`src/rtl/rlcs_pkg.sv`:
```
// Shared types, constants and helper functions for the RGB LED chain serializer.
// Used by every module of the block; depends on nothing else.
package rlcs_pkg;

  localparam int REQ_W        = 2;
  localparam int IDX_W        = 8;
  localparam int COLOR_W      = 24;
  localparam int LED_CNT_W    = 7;
  localparam int TICK_W       = 8;
  localparam int BIT_POS_W    = 5;
  localparam int BITS_PER_LED = 24;
  localparam int CFG_IDX_W    = 3;
  localparam int CFG_DATA_W   = 8;
  localparam int QUEUE_DEPTH  = 4;
  localparam int DEF_MAX_LEDS = 64;

  // Request codes on the input channel.
  localparam logic [REQ_W-1:0] REQ_WRITE = 2'd0;
  localparam logic [REQ_W-1:0] REQ_START = 2'd1;
  localparam logic [REQ_W-1:0] REQ_TICK  = 2'd2;

  // Configuration register indexes.
  localparam logic [CFG_IDX_W-1:0] REG_LED_COUNT  = 3'd0;
  localparam logic [CFG_IDX_W-1:0] REG_ONE_HIGH   = 3'd1;
  localparam logic [CFG_IDX_W-1:0] REG_ONE_LOW    = 3'd2;
  localparam logic [CFG_IDX_W-1:0] REG_ZERO_HIGH  = 3'd3;
  localparam logic [CFG_IDX_W-1:0] REG_ZERO_LOW   = 3'd4;

  localparam logic [LED_CNT_W-1:0] RST_LED_COUNT = 7'd0;
  localparam logic [TICK_W-1:0]    RST_ONE_HIGH  = 8'd33;
  localparam logic [TICK_W-1:0]    RST_ONE_LOW   = 8'd18;
  localparam logic [TICK_W-1:0]    RST_ZERO_HIGH = 8'd12;
  localparam logic [TICK_W-1:0]    RST_ZERO_LOW  = 8'd45;

  // Operation after classification by the front end.
  typedef enum logic [2:0] {
    OP_WRITE,
    OP_WRITE_REJ,
    OP_START,
    OP_TICK,
    OP_BAD
  } op_t;

  typedef struct packed {
    op_t                op;
    logic [IDX_W-1:0]   idx;
    logic [COLOR_W-1:0] color;
  } q_item_t;

  typedef struct packed {
    logic [LED_CNT_W-1:0] led_count;
    logic [TICK_W-1:0]    one_high;
    logic [TICK_W-1:0]    one_low;
    logic [TICK_W-1:0]    zero_high;
    logic [TICK_W-1:0]    zero_low;
  } cfg_t;

  // Bytes go out low byte first, each byte MSB first.
  function automatic logic word_bit(input logic [COLOR_W-1:0] word,
                                    input logic [BIT_POS_W-1:0] pos);
    logic [BIT_POS_W-1:0] sel;
    sel = {pos[4:3], ~pos[2:0]};
    if (pos >= BIT_POS_W'(BITS_PER_LED)) begin
      return 1'b0;
    end
    return word[sel];
  endfunction

  function automatic logic [TICK_W-1:0] at_least_one(input logic [TICK_W-1:0] v);
    return (v == '0) ? TICK_W'(1) : v;
  endfunction

endpackage

```
`src/rtl/rlcs_front.sv`:
```
// Front end of the LED chain serializer: decodes each request and checks
// write indexes against the LED count. Depends on rlcs_pkg.
module rlcs_front #(
  parameter int MAX_LEDS = rlcs_pkg::DEF_MAX_LEDS
) (
  input  logic [rlcs_pkg::REQ_W-1:0]   req_type,
  input  logic [rlcs_pkg::IDX_W-1:0]   pixel_index,
  input  logic [rlcs_pkg::COLOR_W-1:0] pixel_color,
  input  rlcs_pkg::cfg_t               cfg,
  output rlcs_pkg::q_item_t            item
);
  import rlcs_pkg::*;

  logic idx_ok;

  always_comb begin
    idx_ok = (32'(pixel_index) < MAX_LEDS) &&
             ({1'b0, pixel_index} < {2'b00, cfg.led_count});
    item.idx   = pixel_index;
    item.color = pixel_color;
    unique case (req_type)
      REQ_WRITE: item.op = idx_ok ? OP_WRITE : OP_WRITE_REJ;
      REQ_START: item.op = OP_START;
      REQ_TICK:  item.op = OP_TICK;
      default:   item.op = OP_BAD;
    endcase
  end

endmodule

```
`src/rtl/rlcs_queue.sv`:
```
// Short request queue between the front end and the frame engine.
// Depends on rlcs_pkg for the item type and depth.
module rlcs_queue (
  input  logic              clk,
  input  logic              rst_n,
  input  logic              push,
  input  rlcs_pkg::q_item_t push_item,
  output logic              full,
  input  logic              pop,
  output logic              not_empty,
  output rlcs_pkg::q_item_t head
);
  import rlcs_pkg::*;

  localparam int PTR_W = $clog2(QUEUE_DEPTH);
  localparam int CNT_W = $clog2(QUEUE_DEPTH + 1);

  q_item_t            slot_r [QUEUE_DEPTH];
  logic [PTR_W-1:0]   wr_ptr_r, wr_ptr_nxt;
  logic [PTR_W-1:0]   rd_ptr_r, rd_ptr_nxt;
  logic [CNT_W-1:0]   count_r, count_nxt;

  assign full      = (count_r == CNT_W'(QUEUE_DEPTH));
  assign not_empty = (count_r != '0);
  assign head      = slot_r[rd_ptr_r];

  always_comb begin
    wr_ptr_nxt = push ? wr_ptr_r + PTR_W'(1) : wr_ptr_r;
    rd_ptr_nxt = pop  ? rd_ptr_r + PTR_W'(1) : rd_ptr_r;
    count_nxt  = count_r + CNT_W'(push) - CNT_W'(pop);
  end

  always_ff @(posedge clk) begin
    if (!rst_n) begin
      wr_ptr_r <= '0;
      rd_ptr_r <= '0;
      count_r  <= '0;
    end else begin
      wr_ptr_r <= wr_ptr_nxt;
      rd_ptr_r <= rd_ptr_nxt;
      count_r  <= count_nxt;
    end
  end

  always_ff @(posedge clk) begin
    if (push) begin
      slot_r[wr_ptr_r] <= push_item;
    end
  end

endmodule

```
`src/rtl/rlcs_store.sv`:
```
// Pixel color memory with per-entry valid bits and a registered read port.
// A write to the address being read is forwarded. Depends on rlcs_pkg.
module rlcs_store #(
  parameter int  MAX_LEDS = rlcs_pkg::DEF_MAX_LEDS,
  localparam int AW       = (MAX_LEDS > 1) ? $clog2(MAX_LEDS) : 1
) (
  input  logic                         clk,
  input  logic                         rst_n,
  input  logic                         wr_en,
  input  logic [AW-1:0]                wr_addr,
  input  logic [rlcs_pkg::COLOR_W-1:0] wr_data,
  input  logic [AW-1:0]                rd_addr,
  output logic [rlcs_pkg::COLOR_W-1:0] rd_word
);
  import rlcs_pkg::*;

  logic [COLOR_W-1:0] mem_r [MAX_LEDS];
  logic [MAX_LEDS-1:0] vld_r;
  logic [COLOR_W-1:0] rd_data_r;
  logic               rd_vld_r;
  logic               byp_r;
  logic [COLOR_W-1:0] byp_data_r;

  // Entries never written since reset read as zero.
  assign rd_word = byp_r ? byp_data_r : (rd_vld_r ? rd_data_r : '0);

  always_ff @(posedge clk) begin
    if (wr_en) begin
      mem_r[wr_addr] <= wr_data;
    end
    rd_data_r  <= mem_r[rd_addr];
    byp_data_r <= wr_data;
  end

  always_ff @(posedge clk) begin
    if (!rst_n) begin
      vld_r    <= '0;
      rd_vld_r <= 1'b0;
      byp_r    <= 1'b0;
    end else begin
      if (wr_en) begin
        vld_r[wr_addr] <= 1'b1;
      end
      rd_vld_r <= vld_r[rd_addr];
      byp_r    <= wr_en && (wr_addr == rd_addr);
    end
  end

endmodule

```
`src/rtl/rlcs_engine.sv`:
```
// Frame engine: executes queued requests, owns the bit timing state and the
// result register, and keeps the next LED's color prefetched. Depends on rlcs_pkg.
module rlcs_engine #(
  parameter int  MAX_LEDS = rlcs_pkg::DEF_MAX_LEDS,
  localparam int AW       = (MAX_LEDS > 1) ? $clog2(MAX_LEDS) : 1
) (
  input  logic                         clk,
  input  logic                         rst_n,
  input  rlcs_pkg::cfg_t               cfg,
  input  logic                         q_not_empty,
  input  rlcs_pkg::q_item_t            q_head,
  output logic                         q_pop,
  output logic                         st_wr_en,
  output logic [AW-1:0]                st_wr_addr,
  output logic [rlcs_pkg::COLOR_W-1:0] st_wr_data,
  output logic [AW-1:0]                st_rd_addr,
  input  logic [rlcs_pkg::COLOR_W-1:0] st_rd_word,
  output logic                         out_valid,
  input  logic                         out_stall,
  output logic                         out_status,
  output logic                         out_serial_out,
  output logic                         out_busy_res,
  output logic                         out_frame_done
);
  import rlcs_pkg::*;

  logic                   sending_r, sending_nxt;
  logic [LED_CNT_W-1:0]   led_pos_r, led_pos_nxt;
  logic [BIT_POS_W-1:0]   bit_pos_r, bit_pos_nxt;
  logic                   high_r, high_nxt;
  logic [TICK_W-1:0]      ticks_r, ticks_nxt;
  logic [COLOR_W-1:0]     word_r, word_nxt;

  logic                   out_valid_r;
  logic                   status_r, level_r, busy_r, done_r;
  logic                   status_c, level_c, done_c;

  logic [LED_CNT_W-1:0]   active_cnt;
  logic [LED_CNT_W:0]     next_led;
  logic [LED_CNT_W:0]     prefetch_led;
  logic                   cur_bit;
  logic                   new_bit;

  assign q_pop          = q_not_empty && (!out_valid_r || !out_stall);
  assign out_valid      = out_valid_r;
  assign out_status     = status_r;
  assign out_serial_out = level_r;
  assign out_busy_res   = busy_r;
  assign out_frame_done = done_r;

  assign st_wr_addr = AW'(q_head.idx);
  assign st_wr_data = q_head.color;

  always_comb begin
    active_cnt = (32'(cfg.led_count) > MAX_LEDS) ? LED_CNT_W'(MAX_LEDS) : cfg.led_count;
    cur_bit    = word_bit(word_r, bit_pos_r);
    next_led   = {1'b0, led_pos_r} + (LED_CNT_W + 1)'(1);
    new_bit    = 1'b0;

    sending_nxt = sending_r;
    led_pos_nxt = led_pos_r;
    bit_pos_nxt = bit_pos_r;
    high_nxt    = high_r;
    ticks_nxt   = ticks_r;
    word_nxt    = word_r;
    status_c    = 1'b0;
    level_c     = sending_r & high_r;
    done_c      = 1'b0;
    st_wr_en    = 1'b0;

    if (q_pop) begin
      unique case (q_head.op)
        OP_WRITE: begin
          if (sending_r) begin
            status_c = 1'b1;
          end else begin
            st_wr_en = 1'b1;
          end
        end
        OP_START: begin
          if (sending_r) begin
            status_c = 1'b1;
          end else if (active_cnt == '0) begin
            done_c = 1'b1;
          end else begin
            // While idle the prefetched word is always LED zero.
            sending_nxt = 1'b1;
            led_pos_nxt = '0;
            bit_pos_nxt = '0;
            word_nxt    = st_rd_word;
            new_bit     = 1'b1;
          end
        end
        OP_TICK: begin
          if (sending_r) begin
            if (ticks_r > TICK_W'(1)) begin
              ticks_nxt = ticks_r - TICK_W'(1);
            end else if (high_r) begin
              high_nxt  = 1'b0;
              ticks_nxt = at_least_one(cur_bit ? cfg.one_low : cfg.zero_low);
            end else if (bit_pos_r == BIT_POS_W'(BITS_PER_LED - 1)) begin
              bit_pos_nxt = '0;
              if (next_led >= {1'b0, active_cnt}) begin
                sending_nxt = 1'b0;
                led_pos_nxt = '0;
                high_nxt    = 1'b0;
                ticks_nxt   = '0;
                done_c      = 1'b1;
              end else begin
                led_pos_nxt = LED_CNT_W'(next_led);
                word_nxt    = st_rd_word;
                new_bit     = 1'b1;
              end
            end else begin
              bit_pos_nxt = bit_pos_r + BIT_POS_W'(1);
              new_bit     = 1'b1;
            end
          end
        end
        OP_WRITE_REJ, OP_BAD: begin
          status_c = 1'b1;
        end
        default: begin
          status_c = 1'b1;
        end
      endcase
    end

    // The start item itself shows a low line.
    if (q_pop && q_head.op == OP_START && !sending_r) begin
      level_c = 1'b0;
    end

    if (new_bit) begin
      high_nxt  = 1'b1;
      ticks_nxt = at_least_one(word_bit(word_nxt, bit_pos_nxt) ? cfg.one_high
                                                               : cfg.zero_high);
    end

    // Keep the color of the LED after the one being sent ready in the store's
    // read register; writes only happen while idle, when that is LED zero.
    prefetch_led = {1'b0, led_pos_nxt} + (LED_CNT_W + 1)'(1);
    if (sending_nxt && (32'(prefetch_led) < MAX_LEDS)) begin
      st_rd_addr = AW'(prefetch_led);
    end else begin
      st_rd_addr = '0;
    end
  end

  always_ff @(posedge clk) begin
    if (!rst_n) begin
      sending_r   <= 1'b0;
      led_pos_r   <= '0;
      bit_pos_r   <= '0;
      high_r      <= 1'b0;
      ticks_r     <= '0;
      word_r      <= '0;
      out_valid_r <= 1'b0;
    end else begin
      sending_r <= sending_nxt;
      led_pos_r <= led_pos_nxt;
      bit_pos_r <= bit_pos_nxt;
      high_r    <= high_nxt;
      ticks_r   <= ticks_nxt;
      word_r    <= word_nxt;
      if (q_pop) begin
        out_valid_r <= 1'b1;
      end else if (!out_stall) begin
        out_valid_r <= 1'b0;
      end
    end
  end

  always_ff @(posedge clk) begin
    if (q_pop) begin
      status_r <= status_c;
      level_r  <= level_c;
      busy_r   <= sending_nxt;
      done_r   <= done_c;
    end
  end

endmodule

```
`src/rtl/rgb_led_chain_serializer.sv`:
```
// One-wire serializer for a chain of addressable RGB LEDs.
// A request accepted into the request queue is executed by the frame engine, and its result is registered.
// Throughput: one request per cycle while out_stall is low, set by the frame engine step;
// the four-entry request queue absorbs output stalls.
// Reset (synchronous, rst_n low): idle, pixel store reads as zero, timing
// registers at their defaults, queue and result register empty.
module rgb_led_chain_serializer #(
  parameter int MAX_LEDS = rlcs_pkg::DEF_MAX_LEDS
) (
  input  logic                            clk,
  input  logic                            rst_n,
  input  logic                            in_valid,
  output logic                            in_stall,
  input  logic [rlcs_pkg::REQ_W-1:0]      in_req_type,
  input  logic [rlcs_pkg::IDX_W-1:0]      in_pixel_index,
  input  logic [rlcs_pkg::COLOR_W-1:0]    in_pixel_color,
  output logic                            out_valid,
  input  logic                            out_stall,
  output logic                            out_status,
  output logic                            out_serial_out,
  output logic                            out_busy_res,
  output logic                            out_frame_done,
  input  logic                            cfg_we,
  input  logic [rlcs_pkg::CFG_IDX_W-1:0]  cfg_index,
  input  logic [rlcs_pkg::CFG_DATA_W-1:0] cfg_wdata
);
  import rlcs_pkg::*;

  localparam int AW = (MAX_LEDS > 1) ? $clog2(MAX_LEDS) : 1;

  cfg_t               cfg_r;
  q_item_t            front_item;
  q_item_t            q_head;
  logic               q_full;
  logic               q_not_empty;
  logic               q_pop;
  logic               st_wr_en;
  logic [AW-1:0]      st_wr_addr;
  logic [COLOR_W-1:0] st_wr_data;
  logic [AW-1:0]      st_rd_addr;
  logic [COLOR_W-1:0] st_rd_word;

  assign in_stall = q_full;

  always_ff @(posedge clk) begin
    if (!rst_n) begin
      cfg_r.led_count <= RST_LED_COUNT;
      cfg_r.one_high  <= RST_ONE_HIGH;
      cfg_r.one_low   <= RST_ONE_LOW;
      cfg_r.zero_high <= RST_ZERO_HIGH;
      cfg_r.zero_low  <= RST_ZERO_LOW;
    end else if (cfg_we) begin
      unique case (cfg_index)
        REG_LED_COUNT: cfg_r.led_count <= cfg_wdata[LED_CNT_W-1:0];
        REG_ONE_HIGH:  cfg_r.one_high  <= cfg_wdata;
        REG_ONE_LOW:   cfg_r.one_low   <= cfg_wdata;
        REG_ZERO_HIGH: cfg_r.zero_high <= cfg_wdata;
        REG_ZERO_LOW:  cfg_r.zero_low  <= cfg_wdata;
        default: ;
      endcase
    end
  end

  rlcs_front #(.MAX_LEDS(MAX_LEDS)) u_front (
    .req_type    (in_req_type),
    .pixel_index (in_pixel_index),
    .pixel_color (in_pixel_color),
    .cfg         (cfg_r),
    .item        (front_item)
  );

  rlcs_queue u_queue (
    .clk       (clk),
    .rst_n     (rst_n),
    .push      (in_valid && !q_full),
    .push_item (front_item),
    .full      (q_full),
    .pop       (q_pop),
    .not_empty (q_not_empty),
    .head      (q_head)
  );

  rlcs_store #(.MAX_LEDS(MAX_LEDS)) u_store (
    .clk     (clk),
    .rst_n   (rst_n),
    .wr_en   (st_wr_en),
    .wr_addr (st_wr_addr),
    .wr_data (st_wr_data),
    .rd_addr (st_rd_addr),
    .rd_word (st_rd_word)
  );

  rlcs_engine #(.MAX_LEDS(MAX_LEDS)) u_engine (
    .clk            (clk),
    .rst_n          (rst_n),
    .cfg            (cfg_r),
    .q_not_empty    (q_not_empty),
    .q_head         (q_head),
    .q_pop          (q_pop),
    .st_wr_en       (st_wr_en),
    .st_wr_addr     (st_wr_addr),
    .st_wr_data     (st_wr_data),
    .st_rd_addr     (st_rd_addr),
    .st_rd_word     (st_rd_word),
    .out_valid      (out_valid),
    .out_stall      (out_stall),
    .out_status     (out_status),
    .out_serial_out (out_serial_out),
    .out_busy_res   (out_busy_res),
    .out_frame_done (out_frame_done)
  );

endmodule
```
`config.mk`:
```
export PLATFORM = sky130hd
export DESIGN_NAME = rgb_led_chain_serializer
export DESIGN_NICKNAME = d
export VERILOG_FILES = /design/src/rtl/rlcs_pkg.sv /design/src/rtl/rlcs_front.sv /design/src/rtl/rlcs_queue.sv /design/src/rtl/rlcs_store.sv /design/src/rtl/rlcs_engine.sv /design/src/rtl/rgb_led_chain_serializer.sv
export SDC_FILE = /design/constraint.sdc
export NUM_CORES = 2
export LEC_CHECK = 0
export BUFFER_PORTS_ARGS = -buffer_cell sky130_fd_sc_hd__buf_2
export CAP_MARGIN = 30
export CORE_MARGIN = 1.5
export CORE_UTILIZATION = 45
export DETAILED_ROUTE_END_ITERATION = 16
export PLACE_DENSITY_LB_ADDON = 0.05
export RECOVER_POWER = 100
export SLEW_MARGIN = 20
export SYNTH_ARGS = -nofsm -noshare
export SYNTH_HDL_FRONTEND = slang
export SYNTH_SLANG_ARGS = --single-unit
```
`constraint.sdc`:
```
create_clock -name clk -period 7.8 [get_ports clk]
set_clock_uncertainty 0.1 [all_clocks]
set_input_delay 0.78 -clock clk [delete_from_list [all_inputs] [get_ports clk]]
set_output_delay 0.78 -clock clk [all_outputs]
set_load 0.005 [all_outputs]
```
==> reports/results.tsv <==
metric	value	unit
antenna_found_initial	10	
hold_buffers	0	
worstPathArrival	8.04	ns
cts.sinks	1881	
r2r_cells	21	
firstDrtPassIters	6	
drt_iter0_drc	5243	
crit_path_max_fanout	60	
vdd_drop_max	0.272	mV
fin_nets	5094	
synth_ff_type	edfxtp_1	
critical_path_class	reg2reg	
crit_path_end	u_store.rd_data_r[11]$_DFF_P_	
ios	56	
max_freq	0.135	GHz
gp_congestion	0.881	
hp-class	in2reg	
yosys-top-cells-area	edfxtp_1, dfxtp_1, mux2i_1	
synth-simple-area-share	6.79	%
cp-startpoint	u_engine.led_pos_r[0]$_SDFF_PN0_	
r2r_end	u_store.rd_data_r[11]$_DFF_P_	
path_clk_slew	0.06	ns
yosysWarnings	0	
numCtsBuffers	196	
grt_pass1_wl	332000	um
fp.dieH	408	um
route.detailed.drc	0	
dpl.cell_count	6992	
routed_wl	234000	um
grt_max_degree	158	
first_global_vias	43200	
yosysSeqAreaShare	73.6	%
synth_area	73900	um^2
slew_viol_final	3179	
setup_violations	0	
yosys.area.top_type	edfxtp_1	
violations	max-capacitance violations, max-slew violations	
hold_viol_final	0	
relSlewSlack	-181	%
layout_min_cycle_time	7.40	ns
fp.dieW	408	um
dieArea	167000	um^2
vias	45100	
detail-route-antenna-nets	0	
async_flop_share	0	%
postPlaceCellArea	78100	um^2
core	163000	um^2
cp.required	8.45	ns
synth_cell_types	86	
muxShareOfSynthArea	7.14	%
synth-seq-cells	1881	
grt_usage	27.7	%
post-route-period-util	94.8	%
cts_tree	yes	
synth_top_area_share	67.9	%
syn_nets	4914	
synth_area_per_cell	15.3	um^2
synth_top_family_by_area	compound AO/OA/AOI/OAI gates	
viasPerCell	6.13	
synth-compound-area-share	9.70	%
outcome	complete, but fails checks	
cts_max_path_buffers	3	
r2r_slack	0.40	ns
grt_overflow	0	
cts_root_buffer	clkbuf_16	
crit_path_end_kind	register	
rr_startpoint	u_engine.led_pos_r[0]$_SDFF_PN0_	
design_area	83500	um^2
rows	148	
h-tree-depth	4	
hpwlAfterDp	136000	um
power_leakage	27.2	nW
syn_inst	4837	
start_util	45.4	%
post_cts_resized	0	
drive_gt1_share	13.5	%
finalNonFillerCells	7360	
synth_edf_count	1672	
clk_latency	0.84	ns
port_buffers	55	
layout_setup_ws	0.404	ns
synth-xor-area-share	0.249	%
yosys.area_share.adder	0.467	%
power_density	297	nW/um^2
post_cts_buffers	0	
pre_cts_slack	0.786	ns
startpoint_type	register	
tightestPinTransition	4.22	ns
max_cap_viol_count	89	
rsz0062_at_grt	no	
areaGrowthSynthToFinish	13.0	%
wl_per_cell	31.8	um
## cell type report
| cell class | count | area [um^2] |
|---|---|---|
| fillers | 13800 | 79400 |
| clock buffers | 266 | 5350 |
| clock inverters | 97 | 693 |
| repair buffers | 308 | 1940 |
| multi-input cells | 2604 | 18300 |
| flip-flops and latches | 1881 | 54400 |
| well taps | 2175 | 2720 |
| diodes | 3 | 7.51 |
| inverters | 26 | 101 |
## where the power goes
| group | switching (W) | internal (W) | total [W] |
|---|---|---|---|
| clock | 0.00388 | 0.00505 | 0.00893 |
| sequential | 0.000109 | 0.0127 | 0.0128 |
| combinational | 0.00259 | 0.000485 | 0.00308 |
| total | 0.00658 | 0.0183 | 0.0248 |
## state kept, by name (all words and copies together) (netlist names), 2 cells and up, named ones only
name / count
u_engine.word_r: 24
u_store.rd_data_r: 24
cfg_r: 39
u_queue.rd_ptr_r: 2
u_store.byp_data_r: 24
u_engine.led_pos_r: 7
u_queue.wr_ptr_r: 2
u_engine.bit_pos_r: 5
u_queue.slot_r: 132
u_store.vld_r: 64
u_queue.count_r: 3
u_engine.ticks_r: 8
u_store.mem_r: 1536
## worst max-delay path: stages, from the launching register on
cell and delay, ns:
dfxtp_1 0.50, and3_1 0.34, nand3_1 0.13, xnor2_1 0.28, ha_1 0.30, a21o_1 0.19, a21oi_1 0.14, o21ai_1 0.26
or3_1 0.48, o21a_4 0.24, clkinv_2 0.06, ha_1 0.17, o221ai_1 0.19, a21oi_2 0.49, mux2_4 0.88, buf_4 0.34
buf_6 0.47, mux2i_1 0.16, a211oi_1 0.77, o32ai_1 0.30, buf_4 0.20, a211oi_2 0.21
## through the flow
step           util [%]  TNS (ns)  total power, W  hold slack, ns
6_report           51.2         0          0.0248           0.112
5_1_grt            51.2         0          0.0255           0.103
4_1_cts            51.6         0          0.0248         0.00808
3_5_place_dp       47.9         0          0.0160           0.353
3_3_place_gp       47.7    -0.378          0.0159           0.347
2_1_floorplan         -         0          0.0142           0.331
## metal layers
layer,wire (um),global-route usage [%]
met3,17100,4.08
met4,6980,8.26
met2,108000,43.0
met1,102000,40.4
met5,0,0
## cell usage after synthesis, types with 8 or more instances
library cell and instances:
nand3_1 91, o22ai_1 200, mux2_2 88, a211oi_1 138, nor2b_1 15, nor4_1 56, a211oi_2 23, o211ai_1 8
o221ai_1 151, and3_1 59, edfxtp_1 1672, nor2_1 255, nand4_1 55, or3_1 8, buf_4 18, nand2_1 448
dfxtp_1 209, o32ai_1 48, o21ai_1 38, buf_2 70, o21ai_0 66, a31oi_1 34, inv_1 24, a21oi_1 182
and2_1 20, nor3_1 18, mux2i_1 322, o211ai_2 24, nand2b_1 9, buf_6 8, a211o_1 25, clkbuf_1 208
buf_1 22, ha_1 26, xnor2_1 16, a22oi_1 13, a22o_1 14, mux2_1 13, mux4_2 40
## worst min path at each step
stage               slack [ns]  cells past startpoint                      startpoint                         endpoint
finish                    0.11                      3                       out_stall  u_engine.out_valid$_SDFFE_PN0P_
global route              0.10                      3                       out_stall  u_engine.out_valid$_SDFFE_PN0P_
CTS                      0.008                      1               in_pixel_color[3]   u_queue.slot_r[1][3]$_DFFE_PP_
detailed placement        0.35                      2  u_store.vld_r[63]$_SDFFE_PN0P_   u_store.vld_r[63]$_SDFFE_PN0P_
global placement          0.35                      2  u_store.vld_r[14]$_SDFFE_PN0P_   u_store.vld_r[14]$_SDFFE_PN0P_
floorplan                 0.33                      2  u_store.vld_r[14]$_SDFFE_PN0P_   u_store.vld_r[14]$_SDFFE_PN0P_
## logic make-up after synthesis
family | after synthesis
DFF | 1881
and+or+nand+nor | 1079
AOI/OAI and AO/OA | 1013
muxes | 464
buffers and inverters | 352
adders and majority gates | 27
xor gates and xnor gates | 21
## placed cells by master (no fill, tap or decap), types with 37 or more instances in the layout
cell type and count:
dfxtp_1 209, buf_4 117, nor2_1 210, nor4_1 37
nand2_1 445, mux2i_1 320, o221ai_1 151, clkinv_1 54
o21ai_0 72, o22ai_1 200, a211oi_1 141, o32ai_1 48
mux4_2 40, nand3_1 91, nor2_2 45, clkbuf_16 200
clkbuf_1 195, nand4_1 55, edfxtp_1 1672, a21oi_1 182
mux2_2 87, and3_1 58
Note: power is estimated with default switching activity, not from simulation.
